### src/hdl/sbsh_pkg.sv
// Shared types, command/status structs and SHA-256 constants for the byte-stream hasher.
package sbsh_pkg;

    // Source of the byte that is shifted into the block buffer.
    typedef enum logic [1:0] {
        SEL_INPUT,
        SEL_MARK,
        SEL_ZERO,
        SEL_LENGTH
    } byte_sel_t;

    // Commands from the controller to the datapath.
    typedef struct packed {
        logic      push;
        byte_sel_t sel;
        logic      snap_len;
        logic      round_init;
        logic      round_step;
        logic [5:0] round_idx;
        logic      fold;
        logic      restart;
        logic [2:0] word_sel;
    } dp_cmd_t;

    // Status returned by the datapath.
    typedef struct packed {
        logic [5:0] fill_idx;
    } dp_status_t;

    localparam logic [7:0] PAD_MARK      = 8'h80;
    localparam logic [5:0] LAST_BYTE_IDX = 6'd63;
    localparam logic [5:0] LEN_START_IDX = 6'd56;
    localparam logic [5:0] LAST_ROUND    = 6'd63;
    localparam logic [2:0] LAST_WORD     = 3'd7;

    localparam logic [31:0] HASH_INIT [8] = '{
        32'h6a09e667, 32'hbb67ae85, 32'h3c6ef372, 32'ha54ff53a,
        32'h510e527f, 32'h9b05688c, 32'h1f83d9ab, 32'h5be0cd19
    };

    localparam logic [31:0] ROUND_K [64] = '{
        32'h428a2f98, 32'h71374491, 32'hb5c0fbcf, 32'he9b5dba5,
        32'h3956c25b, 32'h59f111f1, 32'h923f82a4, 32'hab1c5ed5,
        32'hd807aa98, 32'h12835b01, 32'h243185be, 32'h550c7dc3,
        32'h72be5d74, 32'h80deb1fe, 32'h9bdc06a7, 32'hc19bf174,
        32'he49b69c1, 32'hefbe4786, 32'h0fc19dc6, 32'h240ca1cc,
        32'h2de92c6f, 32'h4a7484aa, 32'h5cb0a9dc, 32'h76f988da,
        32'h983e5152, 32'ha831c66d, 32'hb00327c8, 32'hbf597fc7,
        32'hc6e00bf3, 32'hd5a79147, 32'h06ca6351, 32'h14292967,
        32'h27b70a85, 32'h2e1b2138, 32'h4d2c6dfc, 32'h53380d13,
        32'h650a7354, 32'h766a0abb, 32'h81c2c92e, 32'h92722c85,
        32'ha2bfe8a1, 32'ha81a664b, 32'hc24b8b70, 32'hc76c51a3,
        32'hd192e819, 32'hd6990624, 32'hf40e3585, 32'h106aa070,
        32'h19a4c116, 32'h1e376c08, 32'h2748774c, 32'h34b0bcb5,
        32'h391c0cb3, 32'h4ed8aa4a, 32'h5b9cca4f, 32'h682e6ff3,
        32'h748f82ee, 32'h78a5636f, 32'h84c87814, 32'h8cc70208,
        32'h90befffa, 32'ha4506ceb, 32'hbef9a3f7, 32'hc67178f2
    };

endpackage

### src/hdl/sbsh_datapath.sv
// Datapath of the hasher: block buffer and message schedule, round unit, chaining words, length.
module sbsh_datapath (
    input  logic               aclk,
    input  logic               aresetn,
    input  sbsh_pkg::dp_cmd_t  cmd,
    input  logic [7:0]         in_byte,
    output sbsh_pkg::dp_status_t status,
    output logic [31:0]        digest_word
);
    import sbsh_pkg::*;

    // The 512-bit buffer takes bytes at the bottom; during compression it is the
    // rolling 16-word schedule window with the current word at the top.
    logic [511:0] blk_reg;
    logic [31:0]  var_reg [8];
    logic [31:0]  chain_reg [8];
    logic [63:0]  byte_total_reg;
    logic [63:0]  len_reg;

    logic [7:0]   push_byte;
    logic [31:0]  w0, w1, w9, w14, new_w;
    logic [31:0]  t1, t2, ch, maj;
    logic [2:0]   len_sel;

    function automatic logic [31:0] rotr(input logic [31:0] x, input int unsigned n);
        rotr = (x >> n) | (x << (32 - n));
    endfunction

    // Byte selection for message, padding mark, zero fill and length bytes.
    assign len_sel = 3'(LAST_WORD - byte_total_reg[2:0]);
    always_comb begin
        unique case (cmd.sel)
            SEL_INPUT:  push_byte = in_byte;
            SEL_MARK:   push_byte = PAD_MARK;
            SEL_ZERO:   push_byte = 8'h00;
            SEL_LENGTH: push_byte = len_reg[{len_sel, 3'b000} +: 8];
            default:    push_byte = 8'h00;
        endcase
    end

    // Schedule taps and the next schedule word.
    assign w0  = blk_reg[511:480];
    assign w1  = blk_reg[479:448];
    assign w9  = blk_reg[223:192];
    assign w14 = blk_reg[63:32];
    assign new_w = (rotr(w14, 17) ^ rotr(w14, 19) ^ (w14 >> 10)) + w9 +
                   (rotr(w1, 7) ^ rotr(w1, 18) ^ (w1 >> 3)) + w0;

    // One compression round.
    assign ch  = (var_reg[4] & var_reg[5]) ^ (~var_reg[4] & var_reg[6]);
    assign maj = (var_reg[0] & var_reg[1]) ^ (var_reg[0] & var_reg[2]) ^
                 (var_reg[1] & var_reg[2]);
    assign t1  = var_reg[7] +
                 (rotr(var_reg[4], 6) ^ rotr(var_reg[4], 11) ^ rotr(var_reg[4], 25)) +
                 ch + ROUND_K[cmd.round_idx] + w0;
    assign t2  = (rotr(var_reg[0], 2) ^ rotr(var_reg[0], 13) ^ rotr(var_reg[0], 22)) + maj;

    // Buffer, working variables and length snapshot carry no reset.
    always_ff @(posedge aclk) begin
        if (cmd.push) begin
            blk_reg <= {blk_reg[503:0], push_byte};
        end else if (cmd.round_step) begin
            blk_reg <= {blk_reg[479:0], new_w};
        end
        if (cmd.round_init) begin
            var_reg <= chain_reg;
        end else if (cmd.round_step) begin
            var_reg[7] <= var_reg[6];
            var_reg[6] <= var_reg[5];
            var_reg[5] <= var_reg[4];
            var_reg[4] <= var_reg[3] + t1;
            var_reg[3] <= var_reg[2];
            var_reg[2] <= var_reg[1];
            var_reg[1] <= var_reg[0];
            var_reg[0] <= t1 + t2;
        end
        if (cmd.snap_len) begin
            len_reg <= {byte_total_reg[60:0], 3'b000};
        end
    end

    // Chaining words and byte count.
    always_ff @(posedge aclk) begin
        if (!aresetn || cmd.restart) begin
            chain_reg      <= HASH_INIT;
            byte_total_reg <= '0;
        end else begin
            if (cmd.fold) begin
                for (int i = 0; i < 8; i++) begin
                    chain_reg[i] <= chain_reg[i] + var_reg[i];
                end
            end
            if (cmd.push) begin
                byte_total_reg <= byte_total_reg + 64'd1;
            end
        end
    end

    assign status.fill_idx = byte_total_reg[5:0];
    assign digest_word     = chain_reg[cmd.word_sel];

endmodule

### src/hdl/sbsh_ctrl.sv
// Controller of the hasher: sequences absorption, padding, compression rounds and digest output.
module sbsh_ctrl (
    input  logic                 aclk,
    input  logic                 aresetn,
    input  logic                 in_valid,
    input  logic                 in_present,
    input  logic                 in_last,
    output logic                 in_ready,
    output logic                 out_valid,
    input  logic                 out_ready,
    output logic                 out_last,
    output logic [2:0]           word_idx,
    output sbsh_pkg::dp_cmd_t    cmd,
    input  sbsh_pkg::dp_status_t status
);
    import sbsh_pkg::*;

    typedef enum logic [2:0] {
        ST_IDLE,
        ST_MARK,
        ST_ZERO,
        ST_LENGTH,
        ST_COMPRESS,
        ST_FOLD,
        ST_OUTPUT
    } state_t;

    state_t     state_reg, state_next;
    logic [5:0] round_reg, round_next;
    logic [2:0] word_reg, word_next;
    logic       eom_pend_reg, eom_pend_next;
    logic       pad_reg, pad_next;
    logic       len_done_reg, len_done_next;
    logic       block_full;

    assign block_full = (status.fill_idx == LAST_BYTE_IDX);

    // Next state and datapath commands.
    always_comb begin
        state_next    = state_reg;
        round_next    = round_reg;
        word_next     = word_reg;
        eom_pend_next = eom_pend_reg;
        pad_next      = pad_reg;
        len_done_next = len_done_reg;
        cmd           = '0;
        cmd.sel       = SEL_INPUT;
        cmd.round_idx = round_reg;
        cmd.word_sel  = word_reg;
        unique case (state_reg)
            ST_IDLE: begin
                if (in_valid) begin
                    if (in_present) begin
                        cmd.push = 1'b1;
                        if (block_full) begin
                            cmd.round_init = 1'b1;
                            eom_pend_next  = in_last;
                            state_next     = ST_COMPRESS;
                        end else if (in_last) begin
                            state_next = ST_MARK;
                        end
                    end else if (in_last) begin
                        state_next = ST_MARK;
                    end
                end
            end
            ST_MARK: begin
                cmd.push      = 1'b1;
                cmd.sel       = SEL_MARK;
                cmd.snap_len  = 1'b1;
                pad_next      = 1'b1;
                eom_pend_next = 1'b0;
                if (block_full) begin
                    cmd.round_init = 1'b1;
                    state_next     = ST_COMPRESS;
                end else begin
                    state_next = ST_ZERO;
                end
            end
            ST_ZERO: begin
                if (status.fill_idx == LEN_START_IDX) begin
                    state_next = ST_LENGTH;
                end else begin
                    cmd.push = 1'b1;
                    cmd.sel  = SEL_ZERO;
                    if (block_full) begin
                        cmd.round_init = 1'b1;
                        state_next     = ST_COMPRESS;
                    end
                end
            end
            ST_LENGTH: begin
                cmd.push = 1'b1;
                cmd.sel  = SEL_LENGTH;
                if (block_full) begin
                    cmd.round_init = 1'b1;
                    len_done_next  = 1'b1;
                    state_next     = ST_COMPRESS;
                end
            end
            ST_COMPRESS: begin
                cmd.round_step = 1'b1;
                round_next     = round_reg + 6'd1;
                if (round_reg == LAST_ROUND) begin
                    state_next = ST_FOLD;
                end
            end
            ST_FOLD: begin
                cmd.fold = 1'b1;
                priority if (len_done_reg) begin
                    word_next  = '0;
                    state_next = ST_OUTPUT;
                end else if (eom_pend_reg) begin
                    state_next = ST_MARK;
                end else if (pad_reg) begin
                    state_next = ST_ZERO;
                end else begin
                    state_next = ST_IDLE;
                end
            end
            ST_OUTPUT: begin
                if (out_ready) begin
                    word_next = word_reg + 3'd1;
                    if (word_reg == LAST_WORD) begin
                        cmd.restart   = 1'b1;
                        pad_next      = 1'b0;
                        len_done_next = 1'b0;
                        state_next    = ST_IDLE;
                    end
                end
            end
            default: state_next = ST_IDLE;
        endcase
    end

    // State and registered control flags.
    always_ff @(posedge aclk) begin
        if (!aresetn) begin
            state_reg    <= ST_IDLE;
            round_reg    <= '0;
            word_reg     <= '0;
            eom_pend_reg <= 1'b0;
            pad_reg      <= 1'b0;
            len_done_reg <= 1'b0;
        end else begin
            state_reg    <= state_next;
            round_reg    <= round_next;
            word_reg     <= word_next;
            eom_pend_reg <= eom_pend_next;
            pad_reg      <= pad_next;
            len_done_reg <= len_done_next;
        end
    end

    assign in_ready  = (state_reg == ST_IDLE);
    assign out_valid = (state_reg == ST_OUTPUT);
    assign out_last  = (word_reg == LAST_WORD);
    assign word_idx  = word_reg;

`ifndef SYNTHESIS
    // Input and output sides are never open in the same cycle.
    a_no_overlap: assert property (@(posedge aclk) disable iff (!aresetn)
        !(in_ready && out_valid))
        else $error("input ready while digest is being delivered");

    // Compression runs all 64 rounds without a break.
    a_rounds_run: assert property (@(posedge aclk) disable iff (!aresetn)
        (state_reg == ST_COMPRESS && round_reg != LAST_ROUND) |=> state_reg == ST_COMPRESS)
        else $error("compression left before the last round");

    // A compression starts only together with the byte that fills the block.
    a_init_on_full: assert property (@(posedge aclk) disable iff (!aresetn)
        cmd.round_init |-> (cmd.push && block_full))
        else $error("round start without a full block");

    // The final digest beat returns the block to idle with a fresh chain.
    a_last_beat: assert property (@(posedge aclk) disable iff (!aresetn)
        (out_valid && out_ready && out_last) |=> (state_reg == ST_IDLE && !pad_reg))
        else $error("digest end did not restart the message");
`endif

endmodule

### src/hdl/sha256_byte_stream_hasher_top.sv
// Top level of the SHA-256 byte-stream hasher: stream ports, controller and datapath.
//
// Message bytes enter one beat at a time on the s_ side; a beat with s_tlast high ends the
// message (with or without its own byte, as s_tuser says) and the digest leaves on the m_ side
// as eight beats, most significant word first, with m_tlast high on the eighth. Bytes
// that do not complete a 64-byte block are taken one per cycle. A byte that completes a block
// holds the input while the single round unit runs the rounds, one round per cycle, and the
// result is added into the chaining words. Finishing a message shifts in the padding (at most
// 72 bytes), runs one or two compressions and then waits for the eight digest beats to be
// taken; no new input is accepted until the last digest beat has gone.
module sha256_byte_stream_hasher_top (
    input  logic        aclk,
    input  logic        aresetn,
    input  logic        s_tvalid,
    output logic        s_tready,
    input  logic [7:0]  s_tdata,   // [7:0] data_byte
    input  logic        s_tuser,   // [0] byte_present
    input  logic        s_tlast,   // end_of_message
    output logic        m_tvalid,
    input  logic        m_tready,
    output logic [39:0] m_tdata,   // [31:0] digest_word, [34:32] word_index, zero fill above
    output logic        m_tlast    // last_word
);
    import sbsh_pkg::*;

    dp_cmd_t    cmd;
    dp_status_t status;
    logic [31:0] digest_word;
    logic [2:0]  word_idx;

    // Sequencing of bytes, rounds and digest beats.
    sbsh_ctrl u_ctrl (
        .aclk       (aclk),
        .aresetn    (aresetn),
        .in_valid   (s_tvalid),
        .in_present (s_tuser),
        .in_last    (s_tlast),
        .in_ready   (s_tready),
        .out_valid  (m_tvalid),
        .out_ready  (m_tready),
        .out_last   (m_tlast),
        .word_idx   (word_idx),
        .cmd        (cmd),
        .status     (status)
    );

    // Buffer, schedule, round unit and chaining words.
    sbsh_datapath u_datapath (
        .aclk        (aclk),
        .aresetn     (aresetn),
        .cmd         (cmd),
        .in_byte     (s_tdata),
        .status      (status),
        .digest_word (digest_word)
    );

    assign m_tdata = {5'b00000, word_idx, digest_word};

endmodule
### config.mk
export PLATFORM = sky130hd
export DESIGN_NAME = sha256_byte_stream_hasher_top
export DESIGN_NICKNAME = d
export VERILOG_FILES = /design/src/hdl/sbsh_pkg.sv /design/src/hdl/sbsh_datapath.sv /design/src/hdl/sbsh_ctrl.sv /design/src/hdl/sha256_byte_stream_hasher_top.sv
export SDC_FILE = /design/constraint.sdc
export NUM_CORES = 2
export LEC_CHECK = 0
export BUFFER_PORTS_ARGS = -buffer_cell sky130_fd_sc_hd__buf_2
export CORE_UTILIZATION = 55
export CTS_CLUSTER_SIZE = 8
export DETAILED_ROUTE_END_ITERATION = 6
export PLACE_DENSITY = 0.73
export RECOVER_POWER = 25
export SYNTH_ARGS = -nofsm -noshare
export SYNTH_HDL_FRONTEND = slang
export SYNTH_SLANG_ARGS = --single-unit
### constraint.sdc
create_clock -name aclk -period 25.5 [get_ports aclk]
set_input_delay 2.55 -clock aclk [delete_from_list [all_inputs] [get_ports aclk]]
set_output_delay 2.55 -clock aclk [all_outputs]
set_load 0.05 [all_outputs]
==> impl_metrics.toml <==
[clocking]
cts-htree-levels = 4
cts-resized-gates = 0
clk_path_buf_depth = 3
clock-sinks = 1161
tritoncts = "yes"
post_cts.repair.setup_buffers = 0
clk_transition_reported_paths_ns = 0.05
cts_buffers = 164
cts_root_buf = "clkbuf_16"
cts_hold_buf = 0
clk_latency_ns = 0.82

[floorplan]
core_area_sq_um = 136100
die_width_um = 373.5
initial_utilization_pct = 55.74
rows = 135
io_pins = 57
die_h_um = 373.5
die_area_sq_um = 139500

[critical_path]
crit_fanout = 242
reg2reg_depth = 10
path_delay_family = "buffers and inverters"
slowest_stage = "clkbuf_1"
regToRegStartpoint = "u_datapath.byte_total_reg[0]"
critPathRequiredTime_ns = 26.16
r2r_slack_ns = 12.94
cpPeakStageDelay_ns = 6.62
arrival_ns = 13.22
path_class = "flop to flop"
end_kind = "flop"
critPathBufInv = 4
r2r-end = "u_datapath.blk_reg[458]"
worstPathCellList = "clkbuf_1, inv_1, ha_1, nor4bb_1, a31oi_1, nand2b_1, clkbuf_1, buf_4, nand2_1, nand2_1"
start_kind = "flop"

[grt]
grt_max_degree = 243
grt_pass1_wl_um = 350500
track_usage_pct = 32.47
grt_overflow = 0
antenna_found_initial = 11
grt_pass1_vias = 58895

[yosys]
ys_warn_count = 0
syn_inst = 8348
synthDistinctLibCells = 90
yosys-top-cells-area = "edfxtp_1 33%, nand2_1 12%, dfxtp_1 8.8%"
syn_avg_cell_area_sq_um = 9.091
synth.most_common_cell = "nand2_1"
async_reset_ff_share_pct = 0
ys_seq_area_share_pct = 41.56
synthFlopType = "edfxtp_1"
synth-seq-cells = 1161
synth_top_area_cell = "edfxtp_1"
ys_top_cells_by_count = "2517 x nand2_1, 829 x edfxtp_1, 485 x a21oi_1, 442 x clkbuf_1, 432 x xnor2_1"
yosysTopAreaCellShare_pct = 32.80
synth_edf_count = 829
netlist_area_sq_um = 75890

[sta]
final_hold_viol_count = 0
max_freq_ghz = 0.07965
setup_tns_ns = 0
final.min_clock_period_ns = 12.56
finalHoldWorstSlack_ns = 0.4391
drv_slew = 1115
worstMarginPinSlew_ns = 9.643
rsz0062_at_grt = "no"
slew_headroom_pct = -542.9
period_share_pct = 49.24
skew_ns = 0.06450
setup_violations = 0

[final_layout]
nets = 8746
syn2layout_area_growth_pct = 7.914
largest_reg_flops = 512
fin_area_sq_um = 81900
drive_gt1_share_pct = 5.614
n_fill_cell = 11488

[power]
p_leak_uw = 0.03360
ir_worst_vdd_mv = 0.2364
powerDensity_nw_per_um2 = 131.0
pwr-share-comb_pct = 52.0
p_int_uw = 6173
switching_share_pct = 42.46
p_switching_uw = 4555
finalPower_uw = 10730
p_clk_share_pct = 19.5
sequentialPowerShare_pct = 28.5

[run]
drv_cap = 15

[detailed_routing]
vias = 61908
drc = 4
postRouteAntennaNets = 0
firstDrtPassIters = 7
drt_iter0_markers = 7736
post_drt_wl_per_cell_um = 22.98
wl_um = 230500
drt-vias-per-instance = 6.172

[placed_design]
hpwl_um = 165100
io_buffers = 51
gp_congestion = 0.9942
place_area_sq_um = 77100

[status]
status = "complete, but fails checks"
violations = "design-rule violations, max-capacitance violations, max-slew violations"

[worst_hold_path]
hp-class = "flop to flop"
min_from = "u_datapath.byte_total_reg[25]"
holdPathStages = 0
holdPathEnd = "u_datapath.len_reg[28]"
[stage by stage]
stage / utilization, % / setup slack [ns] / cells
detailed placement: 56.63 / 15.16 / 9756
CTS: 60.23 / 15.13 / 10028
floorplan: - / 9.802 / 8352
finish: 60.15 / 12.94 / 10030
global route: 60.15 / 11.85 / 10028
global placement: 56.63 / 15.21 / 9756
[worst max path at each step]
stage,startpoint,to,slack (ns),cells after the start
after floorplan,s_tvalid,u_datapath.blk_reg[0],9.80,6
after global placement,u_ctrl.round_reg[0],u_datapath.var_reg[255],15.21,38
after detailed placement,u_ctrl.round_reg[0],u_datapath.var_reg[253],15.16,38
after CTS,u_ctrl.round_reg[0],u_datapath.var_reg[255],15.13,38
after global routing,u_datapath.byte_total_reg[0],u_datapath.blk_reg[402],11.85,10
final,u_datapath.byte_total_reg[0],u_datapath.blk_reg[458],12.94,10
[routing by layer]
layer	track usage (%)	up-vias	wire, um
li1	-	28417	-
met1	45.33	29817	94360
met2	48.61	3111	100400
met3	6.568	555	24440
met4	14.95	8	11270
met5	0	-	55
[power by group through the flow]
| stage | clock network, uW | registers (uW) | logic, uW |
|---|---|---|---|
| floorplan | 0 | 3000 | 3990 |
| global placement | 0 | 3060 | 5280 |
| detailed placement | 0 | 3070 | 5380 |
| CTS | 2110 | 3040 | 5450 |
| global route | 2180 | 3090 | 6110 |
| finish | 2090 | 3060 | 5580 |
[layout by cell type, fill, tap and decap left out, drive strengths merged, types with 20 or more instances in the layout]
cell type,n
or3,47
a21oi,485
o31ai,40
xor2,177
maj3,26
o21ai,396
a21boi,20
o21bai,40
dfxtp,332
nand2b,73
clkbuf,267
inv,249
nor3,80
nor2,361
a31oi,46
fa,195
mux2,56
xnor2,432
o21a,70
mux2i,27
nand4,47
a211oi,66
nor2b,72
nand2,2517
a311oi,21
nand3,111
a21o,166
buf,99
and3,42
ha,396
o211ai,95
mux4,82
edfxtp,829
and2,29
[kinds of logic (layout without fill, tap and decap cells)]
logic type	Yosys count	in the layout	synth area share, %
xor gates and xnor gates	609	609	7.028
muxes	165	165	3.621
DFF	1161	1161	41.56
other	1	7	0.004941
buffers and inverters	740	635	3.708
adders and majority gates	617	617	12.02
and+or+nand+nor	3443	3443	18.70
AOI/OAI and AO/OA	1612	1612	13.36
[area by class of cell]
class,instances,area (sq um),area share (%)
inverters,251,942.2,1.150
multi-input cells,6451,41590,50.78
well taps,1781,2228,2.721
repair buffers,112,676.9,0.8265
flip-flops and latches,1161,31560,38.53
diodes,2,5.005,0.006111
clock buffers,254,4442,5.424
clock inverters,18,457.9,0.5592
Note: power is estimated with default switching activity, not from simulation.
